**src/ers_pkg.sv**
```systemverilog
package ers_pkg;

  // Depth of the sorted store, one cell per entry.
  localparam int unsigned Cells = 64;

  localparam int unsigned FeatW  = 16;
  localparam int unsigned DiffW  = FeatW + 1;
  localparam int unsigned SqW    = 2 * DiffW;
  localparam int unsigned DistW  = 48;
  localparam int unsigned IdentW = 16;

  localparam logic [DistW-1:0] DistMax = {DistW{1'b1}};

  // One entry of the sorted store.
  typedef struct packed {
    logic              valid;
    logic [DistW-1:0]  distance;
    logic [IdentW-1:0] ident;
  } entry_t;

  // Finished candidate handed from the distance pipeline to the store.
  typedef struct packed {
    logic [DistW-1:0]  distance;
    logic [IdentW-1:0] ident;
    logic              last_cand;
  } ins_req_t;

  // Commands broadcast to every cell of the chain.
  typedef struct packed {
    logic insert;
    logic drain;
  } cell_cmd_t;

endpackage

```
**src/ers_dist.sv**
```systemverilog
module ers_dist (
  input  logic                            clk_i,
  input  logic                            rst_ni,
  input  logic                            accept_i,
  input  logic signed [ers_pkg::FeatW-1:0] query_feature_i,
  input  logic signed [ers_pkg::FeatW-1:0] candidate_feature_i,
  input  logic [ers_pkg::IdentW-1:0]      candidate_id_i,
  input  logic                            last_feature_i,
  input  logic                            last_candidate_i,
  output logic                            ins_valid_o,
  output ers_pkg::ins_req_t               ins_o
);

  // Stage 1: magnitude of the difference.
  logic                            s1_valid_q;
  logic [ers_pkg::DiffW-1:0]       s1_mag_q;
  logic [ers_pkg::IdentW-1:0]      s1_id_q;
  logic                            s1_lf_q, s1_lc_q;
  // Stage 2: square.
  logic                            s2_valid_q;
  logic [ers_pkg::SqW-1:0]         s2_sq_q;
  logic [ers_pkg::IdentW-1:0]      s2_id_q;
  logic                            s2_lf_q, s2_lc_q;
  // Stage 3: saturating accumulator.
  logic [ers_pkg::DistW-1:0]       acc_q, acc_d;
  logic                            ins_valid_q, ins_valid_d;
  ers_pkg::ins_req_t               ins_q, ins_d;

  logic signed [ers_pkg::DiffW-1:0] diff;
  logic [ers_pkg::DistW:0]          sum;
  logic [ers_pkg::DistW-1:0]        sat;

  assign diff = ers_pkg::DiffW'(query_feature_i) - ers_pkg::DiffW'(candidate_feature_i);

  always_ff @(posedge clk_i or negedge rst_ni) begin
    if (!rst_ni) begin
      s1_valid_q  <= 1'b0;
      s2_valid_q  <= 1'b0;
      ins_valid_q <= 1'b0;
      acc_q       <= '0;
    end else begin
      s1_valid_q  <= accept_i;
      s2_valid_q  <= s1_valid_q;
      ins_valid_q <= ins_valid_d;
      acc_q       <= acc_d;
    end
  end

  always_ff @(posedge clk_i) begin
    if (accept_i) begin
      s1_mag_q <= diff[ers_pkg::DiffW-1] ? ers_pkg::DiffW'(-diff) : ers_pkg::DiffW'(diff);
      s1_id_q  <= candidate_id_i;
      s1_lf_q  <= last_feature_i;
      s1_lc_q  <= last_candidate_i;
    end
    if (s1_valid_q) begin
      s2_sq_q <= s1_mag_q * s1_mag_q;
      s2_id_q <= s1_id_q;
      s2_lf_q <= s1_lf_q;
      s2_lc_q <= s1_lc_q;
    end
    ins_q <= ins_d;
  end

  always_comb begin
    sum         = {1'b0, acc_q} + (ers_pkg::DistW + 1)'(s2_sq_q);
    sat         = sum[ers_pkg::DistW] ? ers_pkg::DistMax : sum[ers_pkg::DistW-1:0];
    acc_d       = acc_q;
    ins_valid_d = 1'b0;
    ins_d       = ins_q;
    if (s2_valid_q) begin
      if (s2_lf_q) begin
        acc_d           = '0;
        ins_valid_d     = 1'b1;
        ins_d.distance  = sat;
        ins_d.ident     = s2_id_q;
        ins_d.last_cand = s2_lc_q;
      end else begin
        acc_d = sat;
      end
    end
  end

  assign ins_valid_o = ins_valid_q;
  assign ins_o       = ins_q;

endmodule

```
**config.mk**
```make
export PLATFORM = sky130hd
export DESIGN_NAME = ers_dist
export DESIGN_NICKNAME = d
export VERILOG_FILES = /design/src/ers_pkg.sv /design/src/ers_dist.sv
export SDC_FILE = /design/constraint.sdc
export NUM_CORES = 1
export LEC_CHECK = 0
export BUFFER_PORTS_ARGS = -buffer_cell sky130_fd_sc_hd__buf_4
export CORE_MARGIN = 1.5
export CORE_UTILIZATION = 40
export DETAILED_ROUTE_END_ITERATION = 10
export MAX_ROUTING_LAYER = met4
export PLACE_DENSITY = 0.62
export SLEW_MARGIN = 20
export SYNTH_ARGS = -nofsm -noshare
export SYNTH_HDL_FRONTEND = slang
export SYNTH_SLANG_ARGS = --single-unit
```
**constraint.sdc**
```tcl
create_clock -name clk_i -period 8.55 [get_ports clk_i]
set_input_delay 2.565 -clock clk_i [delete_from_list [all_inputs] [get_ports clk_i]]
set_output_delay 2.565 -clock clk_i [all_outputs]
set_load 0.01 [all_outputs]
```
==> results.toml, run 1 <==
[run_status]
status = "completed"

[synth]
synthAdderAreaFrac = 0.319
async_reset_ff_frac = 0.252
synth-compound-area-share = 0.124
yosysUniqueCellTypes = 77
synth-xor-area-share = 0.0420
ys_ff_latch = 202
synth_ff_type = "edfxtp_1"
yosysWarnings = 0
muxShareOfSynthArea = 0.00286
synth_nets = 2194
netlist_area_sq_um = 18300
syn_area_per_cell_sq_um = 10.3
syn_inst = 1788
synth-simple-area-share = 0.119
synth_edf_count = 151
synth_top_family_by_area = "adder cells"
seq_area_frac_synth = 0.317

[setup_path]
critPathMaxFanout = 17
critPathCaptureType = "flip-flop"
crit_required_ns = 8.92
startpoint_type = "flip-flop"
worstPathArrival_ns = 7.27
worstSetupEndpoint = "s2_sq_q[33]$_DFFE_PP_"
r2r_end = "s2_sq_q[33]$_DFFE_PP_"
rr_startpoint = "s1_mag_q[7]$_DFFE_PP_"
crit_start = "s1_mag_q[7]$_DFFE_PP_"
reg2reg_depth = 22
reg2reg_slack_ns = 1.65
worstSetupPathType = "reg -> reg"

[die]
num_rows = 78
core_area_sq_um = 45300
ios = 119
initial_core_util = 0.405
die_x_um = 217
die_area_sq_um = 47100
fp.dieH_um = 217

[layout]
final_common_cell = "inv_1"
fillCellCount = 4313
most-common-layout-cells = "inv_1, fa_1, nand2_1"
nNetsFinal = 2287
multiInputGateArea_sq_um = 11100
fin_util = 0.454
syn2layout_area_growth_pct = 12.1
diodes = 0
regArea_sq_um = 5810
drive_gt1_frac = 0.101

[route]
viasPerCell = 5.10
drt_iter0_markers = 600
via_count = 12700
avgRoutedWirePerCell_um = 15.4
ant_nets = 0
dr.pass1.iters = 5
finalWirelength_um = 38400
post-route-drc-count = 0

[timing]
fin_setup_tns_ns = 0
final.min_clock_period_ns = 6.90
max_freq_mhz = 145
setup_viol = 0
slew_headroom = 0.369
post-route-period-util = 0.807
rsz0062_at_grt = "no"
drv_slew = 0
tightest_slew_ns = 0.941
skew_ns = 0.0213
finalHoldViolations = 0

[grt]
grt_first_pass_wirelength_um = 65200
track_usage = 0.172
grt_max_degree = 53
grt_pass1_vias = 13200
grt_overflow = 0
antenna_found_initial = 0

[clock_tree]
clock_tree.buffer_depth = 3
h-tree-depth = 1
clk_pin_slew_worst_paths_ns = 0.07
cts_root_buf = "clkbuf_16"
holdBufCountCts = 0
clock_latency_ns = 0.53
post_cts_resized = 0
cts_post_setup_buffers_inserted = 0
cts_tree = "done"
cts.sinks = 202
numCtsBuffers = 22

[placement]
portBuffers = 118
hpwl_um = 30300
gp_congestion = 0.874

[run]
drv_cap = 0

[hold_path]
hold_class = "reg -> reg"
## sequential cells by signal, indices dropped and copies added, names as in the netlist, 16 cells and up
name,flops
s2_sq_q,33
acc_q,48
s2_id_q,16
ins_o,65
s1_mag_q,17
s1_id_q,16
## worst min-delay path by stage
stage	to	slack, ns	cells after the start	startpoint
after CTS	s2_id_q[10]$_DFFE_PP_	0.42	0	s1_id_q[10]$_DFFE_PP_
final	s2_id_q[10]$_DFFE_PP_	0.42	0	s1_id_q[10]$_DFFE_PP_
after floorplan	ins_o[0]$_DFFE_PP_	0.40	0	s2_lc_q$_DFFE_PP_
after global routing	ins_o[2]$_DFFE_PP_	0.42	0	s2_id_q[1]$_DFFE_PP_
after detailed placement	ins_o[1]$_DFFE_PP_	0.40	0	s2_id_q[0]$_DFFE_PP_
after global placement	ins_o[13]$_DFFE_PP_	0.40	0	s2_id_q[12]$_DFFE_PP_
## cell families (layout without fill, tap and decap cells)
family / after synthesis / in the layout
flops: 202 / 202
fa+ha+maj: 353 / 353
simple gates: 445 / 445
compound gates: 330 / 330
xor+xnor: 88 / 88
buf+inv: 365 / 474
mux: 5 / 5
## worst max-delay path, cell delays in order (launching register included)
cell and delay (ns):
edfxtp_1 0.74, and2_1 0.26, inv_1 0.07, fa_1 0.53
inv_1 0.06, fa_1 0.53, inv_1 0.05, fa_1 0.50
inv_1 0.04, ha_1 0.28, fa_1 0.48, inv_1 0.05
fa_1 0.47, inv_1 0.04, ha_1 0.36, a41o_1 0.28
a221oi_1 0.37, o221ai_1 0.31, nor4b_2 0.42, nor2_1 0.16
a221oi_2 0.38, a2111oi_0 0.19, a211oi_2 0.17
## synth_stat cells, types with 4 or more instances
| cell type | instances | area, sq um |
|---|---|---|
| inv_1 | 311 | 1170 |
| fa_1 | 192 | 3840 |
| nand2_1 | 169 | 634 |
| ha_1 | 161 | 2010 |
| edfxtp_1 | 151 | 4530 |
| a21oi_1 | 90 | 450 |
| xnor2_1 | 67 | 587 |
| nor2_1 | 65 | 244 |
| and2_1 | 64 | 400 |
| dfrtp_1 | 51 | 1280 |
| o21ai_0 | 42 | 210 |
| clkbuf_1 | 41 | 154 |
| a21o_1 | 34 | 255 |
| a22o_1 | 30 | 263 |
| nand3_1 | 28 | 140 |
| nor3_1 | 27 | 135 |
| and3_1 | 24 | 150 |
| xor2_1 | 21 | 184 |
| o21ai_1 | 17 | 85.1 |
| a31oi_1 | 13 | 81.3 |
| nand2b_1 | 11 | 68.8 |
| o21bai_1 | 11 | 82.6 |
| o31ai_1 | 11 | 82.6 |
| o21a_1 | 10 | 75.1 |
| nor2b_1 | 9 | 56.3 |
| a211o_1 | 8 | 70.1 |
| buf_2 | 8 | 40.0 |
| nor4_1 | 8 | 50.1 |
| nand4_1 | 7 | 43.8 |
| nor3b_1 | 6 | 45.0 |
| o211ai_1 | 6 | 45.0 |
| or3_1 | 6 | 37.5 |
| a31o_2 | 5 | 43.8 |
| a41oi_1 | 5 | 43.8 |
| a221oi_2 | 4 | 60.1 |
| a311oi_1 | 4 | 35.0 |
| buf_4 | 4 | 30.0 |
| nor4b_1 | 4 | 35.0 |
| or2_2 | 4 | 25.0 |
## stage by stage
step / hold WS (ns) / std cells / worst slack (ns) / area (sq um)
3_3_place_gp: 0.400 / 2457 / 1.78 / 19800
5_1_grt: 0.422 / 2497 / 1.35 / 20600
3_5_place_dp: 0.405 / 2457 / 1.63 / 19800
4_1_cts: 0.418 / 2497 / 1.60 / 20600
6_report: 0.415 / 2497 / 1.65 / 20600
2_1_floorplan: 0.400 / 1788 / 2.34 / 18300
## per-layer routing
metal,vias to the layer above,routed length [um],track usage
met4,0,599,0.0384
met1,6242,18100,0.230
met5,-,0,-
li1,6197,-,-
met3,46,1580,0.0211
met2,251,18100,0.282
## layout make-up
| class | count | area share |
|---|---|---|
| multi-input combinational | 1221 | 0.542 |
| tap | 600 | 0.0365 |
| clock inverter | 10 | 0.00694 |
| clock buffer | 30 | 0.0302 |
| inverter | 311 | 0.0568 |
| sequential | 202 | 0.283 |
| timing repair buffer | 123 | 0.0449 |
Power of run 1 is left out: the tool's default activity adds up to more than one toggle a clock period on the data nets, which glitch-free logic cannot reach.
==> run 2, diff against run 1 <==
- PLACE_DENSITY: 0.62 -> 0.64
- clock period: 8.55 -> 5.6 ns (I/O delays scaled with it)
==> run 2 against run 1 <==
  * The run now ends with negative setup slack left
  * Sequential share of layout area fell by 2.3 points
  * Via count grew 4.3%
  * Non-clock buffer count up 177
  * Die area is the same
  * Register-to-register slack got worse by 2.0 ns
  * First-iteration DRC count is 3.2% higher
  * Worst setup slack worse by 2.0 ns
==> results.toml, run 2 (same netlist as run 1, synthesis figures left out) <==
[run_status]
status = "finished with violations"
failed_checks = "negative setup slack"

[setup_path]
reg2reg_slack_ns = -0.33
crit_start = "s1_mag_q[7]$_DFFE_PP_"
critical_path_depth = 21
startpoint_type = "flip-flop"
cpLargestDelayFamily = "adder cells"
critPathCaptureType = "flip-flop"
path_cells = "buf_12 -> and2_1 -> inv_1 -> fa_1 -> fa_1 -> fa_1 -> inv_1 -> fa_1 -> fa_1 -> inv_1 -> fa_1 -> inv_1 -> ha_1 -> a21o_1 -> a31oi_1 -> a21oi_2 -> nor4b_4 -> nor2_2 -> a221oi_4 -> a211o_1 -> a211oi_2"
rr_startpoint = "s1_mag_q[7]$_DFFE_PP_"
slowest_stage = "fa_1"
r2r_end = "s2_sq_q[33]$_DFFE_PP_"
reg2reg_depth = 21
path_common_cell = "fa_1"
worstPathArrival_ns = 6.19
crit_required_ns = 5.86
worstSetupEndpoint = "s2_sq_q[33]$_DFFE_PP_"
cp_num_buf_inv = 5
critPathMaxStageDelay_ns = 0.57
worstSetupPathType = "reg -> reg"
critPathMaxFanout = 14

[route]
finalWirelength_um = 39100
dr.pass1.iters = 5
post-route-drc-count = 0
met3_length_um = 1570
drt_iter0_markers = 619
dr.max_layer_used = "met4"
ant_nets = 0
via_count = 13300
avgRoutedWirePerCell_um = 14.6
wl_met1_um = 18000
viasPerCell = 4.97
wl_met2_um = 18800

[timing]
max_freq_mhz = 169
setup_viol = 15
slew_headroom = 0.371
finalHoldViolations = 0
rsz0062_at_grt = "yes"
layout_setup_ws_ns = -0.333
skew_ns = 0.0109
drv_slew = 0
hold_ws_ns = 0.408
fin_setup_tns_ns = -2.93
final.min_clock_period_ns = 5.93
tightest_slew_ns = 0.937
post-route-period-util = 1.06

[layout]
syn2layout_area_growth_pct = 22.0
fin_util = 0.494
final_common_cell = "inv_1"
regArea_sq_um = 5810
diodes = 0
multiInputGateArea_sq_um = 11600
nNetsFinal = 2465
largest_register_ffs = 65
drive_gt1_frac = 0.213
most-common-layout-cells = "inv_1, buf_4, fa_1"
fillCellCount = 4100

[clock_tree]
clock_tree.buffer_depth = 3
h-tree-depth = 1
clk_pin_slew_worst_paths_ns = 0.06
cts.sinks = 202
clock_latency_ns = 0.52
numCtsBuffers = 23
cts_root_buf = "clkbuf_16"
cts_tree = "done"

[hold_path]
hold_class = "reg -> reg"

[grt]
antenna_found_initial = 0
grt_overflow = 0
grt_pass1_vias = 13500
grt_max_degree = 53
track_usage = 0.172
grt_first_pass_wirelength_um = 64900

[die]
core_area_sq_um = 45300
num_rows = 78
die_x_um = 217
ios = 119
initial_core_util = 0.405
fp.dieH_um = 217
die_area_sq_um = 47100

[placement]
portBuffers = 118
gp_congestion = 0.883
hpwl_um = 31500

[run]
drv_cap = 0
## run 2: cell types whose count changed in the layout (fill, tap and decap cells not counted), moves of 11 or more
cell	delta
ha_1	-14
buf_4	+164
nand2_1	-11
ha_4	+12
## run 2: final cells by class
| type | count | share of cell area |
|---|---|---|
| timing repair buffer | 300 | 0.103 |
| clock inverter | 10 | 0.00632 |
| clock buffer | 32 | 0.0277 |
| inverter | 311 | 0.0522 |
| tap | 600 | 0.0336 |
| multi-input combinational | 1221 | 0.517 |
| sequential | 202 | 0.260 |
## run 2: worst min path at each step
stage	slack, ns	depth (start not counted)	start	endpoint
5_1_grt	0.41	0	s2_id_q[0]$_DFFE_PP_	ins_o[1]$_DFFE_PP_
3_3_place_gp	0.40	0	s1_id_q[2]$_DFFE_PP_	s2_id_q[2]$_DFFE_PP_
6_report	0.41	0	s2_id_q[8]$_DFFE_PP_	ins_o[9]$_DFFE_PP_
4_1_cts	0.41	0	s2_id_q[8]$_DFFE_PP_	ins_o[9]$_DFFE_PP_
3_5_place_dp	0.40	0	s2_id_q[9]$_DFFE_PP_	ins_o[10]$_DFFE_PP_
2_1_floorplan	0.40	0	s2_lc_q$_DFFE_PP_	ins_o[0]$_DFFE_PP_
## run 2: metrics by stage
step / cells / area [sq um] / worst slack [ns]
2_1_floorplan: 1788 / 18700 / -0.212
3_3_place_gp: 2614 / 21200 / -0.441
3_5_place_dp: 2614 / 21200 / -0.456
4_1_cts: 2662 / 22000 / -0.377
5_1_grt: 2676 / 22400 / -0.550
6_report: 2676 / 22400 / -0.333
## run 2: per-layer routing
metal,up-vias,global-route usage
met5,-,-
met4,0,0.0414
met3,52,0.0231
met2,251,0.291
met1,6413,0.217
li1,6571,-
## run 2: what timing repair did
item	CTS	global route
pin swaps	20	34
hold buffers	0	0
cloned	0	0
gates resized for setup	12	48
endpoints found under the setup margin	15	18
buffers inserted	6	14
Power of run 2 is left out for the same reason.
