<file path="config.mk">
export PLATFORM = sky130hd
export DESIGN_NAME = ers_cell
export DESIGN_NICKNAME = d
export VERILOG_FILES = /design/src/ers_pkg.sv /design/src/ers_cell.sv
export SDC_FILE = /design/constraint.sdc
export NUM_CORES = 1
export LEC_CHECK = 0
export BUFFER_PORTS_ARGS = -buffer_cell sky130_fd_sc_hd__buf_2
export CAP_MARGIN = 10
export CORE_MARGIN = 1
export CORE_UTILIZATION = 52
export DETAILED_ROUTE_END_ITERATION = 7
export PLACE_DENSITY = 0.87
export SYNTH_ARGS = -nofsm -noshare
export SYNTH_HDL_FRONTEND = slang
export SYNTH_SLANG_ARGS = --single-unit
</file>
<file path="constraint.sdc">
create_clock -name clk_i -period 7.2 [get_ports clk_i]
set_input_delay 1.44 -clock clk_i [delete_from_list [all_inputs] [get_ports clk_i]]
set_output_delay 1.44 -clock clk_i [all_outputs]
set_load 0.1 [all_outputs]
</file>
<file path="src/ers_pkg.sv">
package ers_pkg;

  // Depth of the sorted store, one cell per entry.
  localparam int unsigned Cells = 64;

  localparam int unsigned FeatW  = 16;
  localparam int unsigned DiffW  = FeatW + 1;
  localparam int unsigned SqW    = 2 * DiffW;
  localparam int unsigned DistW  = 48;
  localparam int unsigned IdentW = 16;

  localparam logic [DistW-1:0] DistMax = {DistW{1'b1}};

  // One entry of the sorted store.
  typedef struct packed {
    logic              valid;
    logic [DistW-1:0]  distance;
    logic [IdentW-1:0] ident;
  } entry_t;

  // Finished candidate handed from the distance pipeline to the store.
  typedef struct packed {
    logic [DistW-1:0]  distance;
    logic [IdentW-1:0] ident;
    logic              last_cand;
  } ins_req_t;

  // Commands broadcast to every cell of the chain.
  typedef struct packed {
    logic insert;
    logic drain;
  } cell_cmd_t;

endpackage

</file>
<file path="src/ers_cell.sv">
module ers_cell (
  input  logic                        clk_i,
  input  logic                        rst_ni,
  input  ers_pkg::cell_cmd_t          cmd_i,
  input  logic [ers_pkg::DistW-1:0]   new_dist_i,
  input  logic [ers_pkg::IdentW-1:0]  new_ident_i,
  input  ers_pkg::entry_t             prev_i,
  input  logic                        prev_takes_i,
  input  ers_pkg::entry_t             next_i,
  output ers_pkg::entry_t             entry_o,
  output logic                        takes_o
);

  ers_pkg::entry_t entry_q, entry_d;

  // The new entry ranks before this one; an empty cell always gives way.
  assign takes_o = !entry_q.valid || (new_dist_i < entry_q.distance) ||
                   ((new_dist_i == entry_q.distance) && (new_ident_i < entry_q.ident));

  always_comb begin
    entry_d = entry_q;
    if (cmd_i.insert) begin
      if (prev_takes_i) begin
        entry_d = prev_i;
      end else if (takes_o) begin
        entry_d.valid    = 1'b1;
        entry_d.distance = new_dist_i;
        entry_d.ident    = new_ident_i;
      end
    end else if (cmd_i.drain) begin
      entry_d = next_i;
    end
  end

  always_ff @(posedge clk_i or negedge rst_ni) begin
    if (!rst_ni) begin
      entry_q <= '0;
    end else begin
      entry_q <= entry_d;
    end
  end

  assign entry_o = entry_q;

endmodule

</file>
==> summary.txt, run 1 <==
Cells and area
  • Fraction of layout cells with a size suffix above 1: 33.2%
  • Filler Cell Count: 938
  • Nets: ~1.1k
  • Largest register FFs: 65
  • Most common cell after layout, fill and taps aside: buf_2
  • Diodes inserted: 0
  • Area Overhead vs Synth: 25.9%
  • Commonest cells after routing, fill and taps aside: 261 x buf_2, 67 x inv_1, 65 x dfrtp_1

Critical path
  • Cell mode on critical path: buf_2
  • Worst endpoint required time: roughly 5.8 ns
  • Crit Path Class: input pin to output port
  • CP top delay family: compound AO/OA/AOI/OAI gates
  • Crit path max fanout: 41
  • Slowest Stage Delay on Critical Path: 0.43 ns
  • CP cell instances: buf_2 -> ha_1 -> a21oi_1 -> o21ai_0 -> a221oi_1 -> o221ai_1 -> nor2_4 -> buf_4 -> a21o_1 -> buf_2
  • Slowest CP cell: a221oi_1
  • Critical path endpoint category: output port
  • Reg2Reg Launch Point: entry_o[38]
  • Crit path buffers/inverters: 3
  • Setup crit start: new_dist_i[27]
  • WP data arrival: 3.89 ns
  • Startpoint types: input pin

Timing
  • Skew final: 0.0161 ns
  • RSZ-0062 raised after global routing: false
  • Final Hold Fails: 0
  • Post-route setup TNS: 0 ns
  • Crit path time final: 5.33 ns
  • Final period util: 74.1%
  • Worst Max-Slew Pin Slew: 1.18 ns
  • Max Slew Vio Count: 0
  • Rel. slew slack: a little over a fifth
  • Peak Freq: ~0.19 GHz
  • Final setup vio count: 0

Synthesis
  • Number of flops mapped to enable cells by yosys: 0
  • Asr flop ratio synth: 100%
  • Net Count, Synth: 916
  • Synth area leader: dfrtp_1
  • Distinct cells, synth: 44
  • Synth top area cells: dfrtp_1 28%, ha_1 13%, mux2i_1 11%
  • Yosys warning total: 0
  • Synth Register Bits: 65
  • Share of the synthesized area in the top cell type: between 20 and 30%
  • Seq/Total Area, Yosys: 27.8%
  • Post-Syn Instances: 654
  • Post-Syn Area: 5860 um^2
  • Avg Inst Size Synth: 8.95 um^2
  • Ys flop type: dfrtp_1

Clocking
  • Worst skew pair latency: 0.34 ns
  • CTS Root Cell: clkbuf_8
  • Post-CTS Resized: 0
  • Post-CTS setup buffer count: 0
  • Max Buffers Root-to-Sink: 2
  • H-tree levels: 3
  • Clk slew on worst S/H paths: 0.07 ns
  • Clk sinks: 65
  • CTS tree: built
  • TritonCTS buffer count: 9
  • Cts hold-fix bufs: 0

Die
  • Core Footprint: 10900 um^2
  • Die X: around 110 um
  • Rows: 38
  • Die height: 108 um
  • Die Area: 11700 um^2
  • Boundary Pins: 265
  • Initial Util: 53.8%

Routing
  • Drt drc: 0
  • Pre-antenna DRT Iters: 5
  • Drt initial violations: 455
  • DR WL/cell: 17.9 um
  • Routed WL: 18.4 mm
  • Antenna viol nets, final: 0
  • DR vias: 6302
  • Via density: 6.15

GRT
  • Global route overflow: 0
  • Global-route wire length before repair: 29.2 mm
  • Largest net degree at the start of global routing: 80
  • Initial antenna violation count: 0
  • Vias in the first global route: ~6.2k
  • Total track usage: 31.6%

Placed design
  • RePlAce Congestion: 0.880
  • Port Buffers: 264
  • Post-DP HPWL: 13.4 mm

Hold path
  • Hold path startpoint: entry_o[40]
  • HP Class: flip-flop to flip-flop

Outcome
  • Outcome: completed

Flow run
  • Max-Cap Viols: 0

Pwr
  • Static Leak: between 3 and 4 nW
  • Tot Pwr: 1.61 mW
  • Power Density: 219 nW/um^2
  • Worst vdd ir: 151 uV
==> per-layer routing <==
| metal | GRT usage [%] | vias to the layer above | wire length (um) |
|---|---|---|---|
| met5 | 0 | - | 0 |
| met4 | 13.3 | 0 | 544 |
| met3 | 4.22 | 50 | 1170 |
| met2 | 53.8 | 301 | 8910 |
| met1 | 40.1 | 2977 | 7760 |
| li1 | - | 2974 | - |
==> layout make-up <==
| cell class | count | area [um^2] | share of cell area [%] |
|---|---|---|---|
| Inverter | 67 | 251 | 3.41 |
| Sequential cell | 65 | 1630 | 22.1 |
| Multi-Input combinational cell | 464 | 3730 | 50.7 |
| Clock buffer | 13 | 149 | 2.02 |
| Clock inverter | 3 | 40.0 | 0.543 |
| Timing Repair Buffer | 273 | 1400 | 18.9 |
| Tap cell | 140 | 175 | 2.38 |
==> report_power, final <==
group / internal (mW) / switching, mW / total, mW
clock network: 0.169 / 0.143 / 0.312
logic: 0.213 / 0.631 / 0.844
registers: 0.414 / 0.0422 / 0.456
total: 0.796 / 0.816 / 1.61
==> cell usage after synthesis, types with 2 or more instances <==
cell / n
mux2i_1: 64
nor2_1: 65
inv_1: 67
a311oi_1: 39
a211o_1: 3
ha_1: 63
nor2b_1: 3
o21ai_0: 6
a22oi_1: 26
nand4_1: 12
a21oi_1: 24
clkbuf_1: 46
buf_2: 6
buf_4: 2
o21a_1: 2
a2111oi_0: 39
nand3_1: 7
a21o_1: 6
o221ai_1: 2
nand2b_1: 2
o22a_1: 27
dfrtp_1: 65
a211oi_1: 39
nand2_1: 15
buf_6: 3
a221oi_1: 3
==> kinds of logic (layout without fill, tap and decap cells) <==
family | count (synthesis) | count (layout) | synth area share, %
AOI/OAI and AO/OA | 224 | 224 | 30.1
adders and majority gates | 63 | 63 | 13.5
buffers and inverters | 125 | 356 | 8.65
DFF | 65 | 65 | 27.8
muxes | 65 | 65 | 11.1
and+or+nand+nor | 112 | 112 | 8.85
==> worst register-to-register path, cell delays in order, from the launching register on <==
cell	delay [ns]
dfrtp_1	0.38
inv_1	0.06
ha_1	0.32
nand4_1	0.20
nor4_1	0.61
nand4_1	0.22
a22oi_2	0.34
buf_4	0.44
a211o_1	0.51
buf_4	0.40
a311oi_1	0.18
==> final timing paths <==
| check | endpoint | slack [ns] | cells after the start |
|---|---|---|---|
| hold / removal | entry_o[40] | 0.53 | 1 |
| setup reg to reg | entry_o[24] | 3.38 | 10 |
| min in group asynchronous | entry_o[11] | 1.29 | 2 |
| max in group asynchronous | entry_o[14] | 5.32 | 2 |
| hold reg to reg | entry_o[40] | 0.53 | 1 |
| setup / recovery | takes_o | 1.87 | 10 |
==> metrics by stage <==
stage	util (%)	cells	hold slack, ns	area, um^2	setup WS, ns
CTS	67.7	1025	0.538	7370	1.91
global placement	66.0	1009	0.512	7180	1.79
detailed placement	66.0	1009	0.521	7180	1.92
global route	67.7	1025	0.569	7370	1.75
floorplan	-	654	1.07	5860	2.08
finish	67.7	1025	0.535	7370	1.87
(Power assumes the default switching activity.)
==> run 2: changes to the inputs <==
--- a/config.mk
+++ b/config.mk
@@ -8,9 +8,9 @@
 export BUFFER_PORTS_ARGS = -buffer_cell sky130_fd_sc_hd__buf_2
 export CAP_MARGIN = 10
 export CORE_MARGIN = 1
-export CORE_UTILIZATION = 52
+export CORE_UTILIZATION = 44
 export DETAILED_ROUTE_END_ITERATION = 7
-export PLACE_DENSITY = 0.87
+export PLACE_DENSITY = 0.79
 export SYNTH_ARGS = -nofsm -noshare
 export SYNTH_HDL_FRONTEND = slang
 export SYNTH_SLANG_ARGS = --single-unit
==> constraint.sdc (replaced) <==
create_clock -name clk_i -period 4.33 [get_ports clk_i]
set_input_delay 0.866 -clock clk_i [delete_from_list [all_inputs] [get_ports clk_i]]
set_output_delay 0.866 -clock clk_i [all_outputs]
set_load 0.1 [all_outputs]
==> run 2 against run 1 <==
Effect of this change: combinational power rose by 67%; core utilization fell by 8.7 points; critical path depth fell by 1; via count fell by 0.29%; cell count rose by 3.4%.
==> summary.txt, run 2 (synthesized netlist as in run 1, its figures left out) <==
Clocking
  • Post-CTS Resized: 0
  • Clk sinks: 65
  • Max Buffers Root-to-Sink: 2
  • Clk slew on worst S/H paths: 0.05 ns
  • Cts hold-fix bufs: 0
  • H-tree levels: 3
  • Worst skew pair latency: 0.33 ns
  • Post-CTS setup buffer count: 0
  • TritonCTS buffer count: 9
  • CTS Root Cell: clkbuf_16
  • CTS tree: built

GRT
  • Total track usage: 27.4%
  • Vias in the first global route: 6153
  • Largest net degree at the start of global routing: 73
  • Global-route wire length before repair: 30.6 mm
  • Initial antenna violation count: 0
  • Global route overflow: 0

Routing
  • DR vias: approximately 6.3k
  • Drt initial violations: approximately 520
  • Via density: approximately 6
  • Pre-antenna DRT Iters: 4
  • DR WL/cell: 17.9 um
  • Drt drc: 0
  • Antenna viol nets, final: 0
  • Routed WL: 18.9 mm

Die
  • Die height: 117 um
  • Rows: 41
  • Boundary Pins: 265
  • Die Area: between 10000 and 15000 um^2
  • Die X: 117 um
  • Core Footprint: roughly 13000 um^2
  • Initial Util: 45.8%

Placed design
  • Port Buffers: roughly 260
  • RePlAce Congestion: slightly below 0.9
  • Post-DP HPWL: 13.9 mm
  • DP Area: 7260 um^2

Flow run
  • Max-Cap Viols: 0

Timing
  • Peak Freq: roughly 0.26 GHz
  • Final setup vio count: 0
  • Max Slew Vio Count: 0
  • Final period util: 88.7%
  • Skew final: 0.00629 ns
  • Final Hold Fails: 0
  • Rel. slew slack: 23.1%
  • RSZ-0062 raised after global routing: false
  • Worst Max-Slew Pin Slew: approximately 1.2 ns
  • Post-route setup TNS: 0 ns
  • Crit path time final: 3.84 ns

Critical path
  • Slowest Stage Delay on Critical Path: 0.44 ns
  • CP top delay family: simple AND/OR/NAND/NOR gates
  • Startpoint types: input pin
  • Slowest CP cell: nor4_4
  • CP cell instances: buf_2 -> ha_1 -> nand4_1 -> nor4_4 -> nand2_1 -> a2111o_1 -> buf_4 -> a21o_1 -> buf_12
  • Crit path buffers/inverters: 3
  • Critical path endpoint category: output port
  • Worst endpoint required time: 3.46 ns
  • Crit path max fanout: 13
  • WP data arrival: ~3 ns
  • Crit Path Class: input pin to output port

Cells and area
  • Largest register FFs: 65
  • Register Area: approximately 1600 um^2
  • Filler Cell Count: ~1.2k
  • Finished Core Util: 59.0%
  • Most common cell after layout, fill and taps aside: buf_2
  • Fraction of layout cells with a size suffix above 1: 33.7%
  • Final Instance Area: 7540 um^2
  • Area Overhead vs Synth: 28.8%
  • Diodes inserted: 0
  • Multi-input gate area: 3740 um^2
  • Commonest cells after routing, fill and taps aside: 260 x buf_2, 67 x inv_1, 65 x dfrtp_1
  • Nets: 1145

Outcome
  • Outcome: completed

Pwr
  • Worst vdd ir: ~210 uV
  • Static Leak: between 3 and 4 nW
  • Power Density: 380 nW/um^2

Hold path
  • HP Class: flip-flop to flip-flop
## run 2: cell types whose count changed in the layout (fill, tap and decap cells not counted), sizes merged
cell	before	now
buf	273	276
bufinv	1	0
clkinv	2	3
## run 2: final timing paths
check                         endpoint  slack (ns)           start  cells past startpoint
max                            takes_o        0.49  new_dist_i[39]                      9
min                        entry_o[48]        0.53     entry_o[48]                      1
max reg2reg                entry_o[48]        0.78     entry_o[61]                     10
min reg2reg                entry_o[48]        0.53     entry_o[48]                      1
max in group asynchronous  entry_o[32]        3.01          rst_ni                      2
min in group asynchronous  entry_o[10]        0.72          rst_ni                      2
## run 2: routing by layer
layer	up-vias	GRT usage (%)	share of wire, %
li1	2985	-	-
met2	254	45.0	48
met5	-	0	0
met3	58	3.40	5.1
met1	2987	35.4	43
met4	0	13.6	3.8
## run 2: per-stage QoR
step / hold slack, ns / setup WS, ns / total power, mW / cells
floorplan: 0.570 / 0.151 / 1.82 / 654
global placement: 0.490 / 0.419 / 2.16 / 1044
detailed placement: 0.522 / 0.272 / 2.18 / 1044
CTS: 0.534 / 0.495 / 2.88 / 1060
global route: 0.546 / 0.365 / 3.00 / 1060
finish: 0.530 / 0.491 / 2.86 / 1060
## run 2: worst reg2reg max path: stages (launching register included)
cell and delay, ns:
dfrtp_1 0.40, inv_1 0.06, ha_1 0.29, nand4_1 0.19, nor4_4 0.49, nand2_1 0.14
o221ai_1 0.37, nor2_4 0.10, buf_4 0.22, a211oi_4 0.94, o22a_1 0.29
## run 2: power breakdown
group	internal [mW]	switching, mW	leakage, nW
logic	0.362	1.05	2.95
registers	0.690	0.0686	0.730
clock network	0.416	0.275	0.139
total	1.47	1.40	3.82
## run 2: final cells by class
cell class,instances,share of cell area (%)
Sequential cell,65,21.6
Clock inverter,3,0.199
Tap cell,172,2.85
Clock buffer,13,3.45
Multi-Input combinational cell,464,49.6
Timing Repair Buffer,276,19.0
Inverter,67,3.34
==> run 3: changes to the inputs <==
--- a/config.mk
+++ b/config.mk
@@ -5,12 +5,13 @@
 export SDC_FILE = /design/constraint.sdc
 export NUM_CORES = 1
 export LEC_CHECK = 0
+export ABC_AREA = 1
 export BUFFER_PORTS_ARGS = -buffer_cell sky130_fd_sc_hd__buf_2
 export CAP_MARGIN = 10
 export CORE_MARGIN = 1
-export CORE_UTILIZATION = 44
+export CORE_UTILIZATION = 51
 export DETAILED_ROUTE_END_ITERATION = 7
-export PLACE_DENSITY = 0.79
+export PLACE_DENSITY = 0.87
 export SYNTH_ARGS = -nofsm -noshare
 export SYNTH_HDL_FRONTEND = slang
 export SYNTH_SLANG_ARGS = --single-unit
==> constraint.sdc (replaced) <==
create_clock -name clk_i -period 4.6 [get_ports clk_i]
set_input_delay 0.92 -clock clk_i [delete_from_list [all_inputs] [get_ports clk_i]]
set_output_delay 0.92 -clock clk_i [all_outputs]
set_load 0.1 [all_outputs]
==> run 3 against run 2 <==
Effect of this change: cell count grew 17%; sequential cell count is the same; non-clock buffer count shrank 7; core utilization grew 8.6 points; critical endpoint unchanged; global-route usage grew 2.6 points; sequential power shrank 4.1%.
==> summary.txt, run 3 <==
GRT
  • Largest net degree at the start of global routing: 66
  • Global-route wire length before repair: approximately 27 mm
  • Initial antenna violation count: 0
  • Total track usage: between 30% and 40%
  • Global route overflow: 0
  • Vias in the first global route: 5829

Timing
  • Crit path time final: 3.55 ns
  • Max Slew Vio Count: 0
  • Post-route setup TNS: 0 ns
  • Skew final: 0.0150 ns
  • Peak Freq: 0.282 GHz
  • RSZ-0062 raised after global routing: false
  • Final setup vio count: 0
  • Final period util: 77.2%
  • Worst Max-Slew Pin Slew: around 1.1 ns
  • Final Hold Fails: 0
  • Rel. slew slack: 24.6%
  • Hold Slack: approximately 0.5 ns

Pwr
  • Sw Share: 51.7%
  • Worst vdd ir: between 150 and 200 uV
  • Sw power: 1.33 mW
  • Power Density: about 370 nW/um^2
  • Sequential Power Share: 28.2%
  • Tot Pwr: 2.58 mW
  • Static Leak: 4.28 nW
  • Logic pwr share: 52.8%
  • Clock power frac: 19.1%
  • Int Power: 1.25 mW

Synthesis
  • Synth top area cells: dfrtp_1 30%, nand2_1 28%, ha_1 14%
  • Ys flop type: dfrtp_1
  • Avg Inst Size Synth: 6.38 um^2
  • Share of the synthesized area in the top cell type: ~30%
  • Number of flops mapped to enable cells by yosys: 0
  • Post-Syn Instances: 859
  • Post-synthesis mux area share: 0%
  • Post-Synth Simple-Gate Area: 42.0%
  • Seq/Total Area, Yosys: 29.7%
  • Net Count, Synth: approximately 1.1k
  • Synth area leader: dfrtp_1
  • Synth Area in XOR/XNOR: 0%
  • Asr flop ratio synth: 100%
  • Distinct cells, synth: 22
  • Post-Syn Area: 5480 um^2
  • Largest family of logic cells by synthesized area: simple AND/OR/NAND/NOR gates
  • Post-synthesis compound-gate area fraction: around 3.8%
  • Yosys warning total: 0
  • Synthesized-area fraction occupied by adder cells: about 14%
  • Most frequent cells after synthesis: 404 x nand2_1, 133 x nand3_1, 90 x inv_1
  • Synth Register Bits: between 60 and 70
  • Top-count cell post-synth: nand2_1

Hold path
  • HP Class: flip-flop to flip-flop

Die
  • Rows: 37
  • Boundary Pins: between 200 and 300
  • Initial Util: 52.9%
  • Die Area: 11200 um^2
  • Core Footprint: 10400 um^2
  • Die X: 106 um
  • Die height: between 100 and 150 um

Routing
  • Drt initial violations: slightly below 400
  • Antenna viol nets, final: 0
  • DR vias: 6248
  • Drt drc: 0
  • Pre-antenna DRT Iters: 4
  • Via density: between 5 and 6
  • Routed WL: 16.7 mm
  • DR WL/cell: approximately 13 um

Critical path
  • Reg2Reg Launch Point: entry_o[63]
  • R2R cell count: 15
  • WP data arrival: between 2 and 3 ns
  • Crit path max fanout: 2
  • Crit Path Class: input pin to output port
  • Critical path endpoint category: output port
  • Critical Path End: takes_o
  • Worst endpoint required time: ~3.7 ns
  • Slowest CP cell: buf_2
  • Startpoint types: input pin
  • CP cell instances: buf_2 -> ha_1 -> nand2_1 -> nor2_2 -> nand2_1 -> nor2_1 -> nand2_1 -> nor2_1 -> a21oi_1 -> nand2_1 -> buf_2
  • Cell mode on critical path: nand2_1
  • Slowest Stage Delay on Critical Path: 0.44 ns
  • Setup crit start: new_dist_i[47]
  • R2R Path End: entry_o[25]
  • Reg2reg setup slack: 1.95 ns

Placed design
  • Post-DP HPWL: 12.4 mm
  • RePlAce Congestion: 0.841
  • Port Buffers: 264

Cells and area
  • Largest register FFs: 65
  • Area Overhead vs Synth: 27.9%
  • Commonest cells after routing, fill and taps aside: 403 x nand2_1, 263 x buf_2, 133 x nand3_1
  • Most common cell after layout, fill and taps aside: nand2_1
  • Finished Core Util: 67.6%
  • Diodes inserted: 0
  • Nets: 1361
  • Fraction of layout cells with a size suffix above 1: 26.4%

Clocking
  • CTS Root Cell: clkbuf_8
  • CTS tree: built
  • Cts hold-fix bufs: 0
  • Max Buffers Root-to-Sink: 2
  • H-tree levels: 3
  • Clk sinks: 65
  • Worst skew pair latency: 0.34 ns
  • Post-CTS Resized: 0
  • TritonCTS buffer count: 9
  • Post-CTS setup buffer count: 0
  • Clk slew on worst S/H paths: approximately 0.070 ns

Flow run
  • Max-Cap Viols: 0

Outcome
  • Outcome: completed
-- run 3: worst min-delay path by stage --
stage | start | endpoint | slack (ns) | depth (start not counted)
finish | entry_o[7] | entry_o[7] | 0.50 | 2
global route | entry_o[33] | entry_o[33] | 0.52 | 2
CTS | entry_o[1] | entry_o[1] | 0.50 | 2
detailed placement | entry_o[1] | entry_o[1] | 0.48 | 2
global placement | entry_o[32] | entry_o[32] | 0.47 | 2
floorplan | rst_ni | entry_o[0] | 0.62 | 0
-- run 3: power by group through the flow --
stage	Clock (mW)	Combinational, mW	Sequential, mW
floorplan	0	0.432	1.35
finish	0.492	1.36	0.727
detailed placement	0	1.36	0.735
global placement	0	1.35	0.733
CTS	0.502	1.37	0.726
global route	0.527	1.47	0.739
-- run 3: per-layer routing --
layer  share of wire, %  track usage, %  vias to the layer above
met5                  0               0                        -
met4                2.6            12.4                        0
met3                7.8            5.38                       32
met2                 48            51.0                      294
met1                 42            37.4                     2738
li1                   -               -                     3184
-- run 3: layout make-up --
cell class	count	area, um^2
inverter	91	342
sequential	65	1630
timing repair buffer	269	1370
multi-input combinational	663	3310
tap	136	170
clock buffer	12	155
clock inverter	3	40.0
fill	940	3360
-- run 3: cells by family after synthesis --
group / count (synthesis)
buffers and inverters: 131
AO/OA/AOI/OAI: 37
AND/OR/NAND/NOR: 563
adder cells (fa/ha/maj): 63
flip-flops: 65
-- run 3: critical path: cells and delay by family --
| family | cells | cell delay, ns |
|---|---|---|
| AND/OR/NAND/NOR | 7 | 0.76 |
| buffers and inverters | 2 | 0.55 |
| adder cells (fa/ha/maj) | 1 | 0.29 |
| AO/OA/AOI/OAI | 1 | 0.10 |
-- run 3: per-stage QoR --
stage / setup WS [ns] / instances / cell area [um^2]
floorplan: 1.07 / 859 / 5480
global placement: 1.09 / 1224 / 6820
detailed placement: 1.07 / 1224 / 6820
CTS: 1.06 / 1239 / 7010
global route: 0.857 / 1239 / 7010
finish: 1.05 / 1239 / 7010
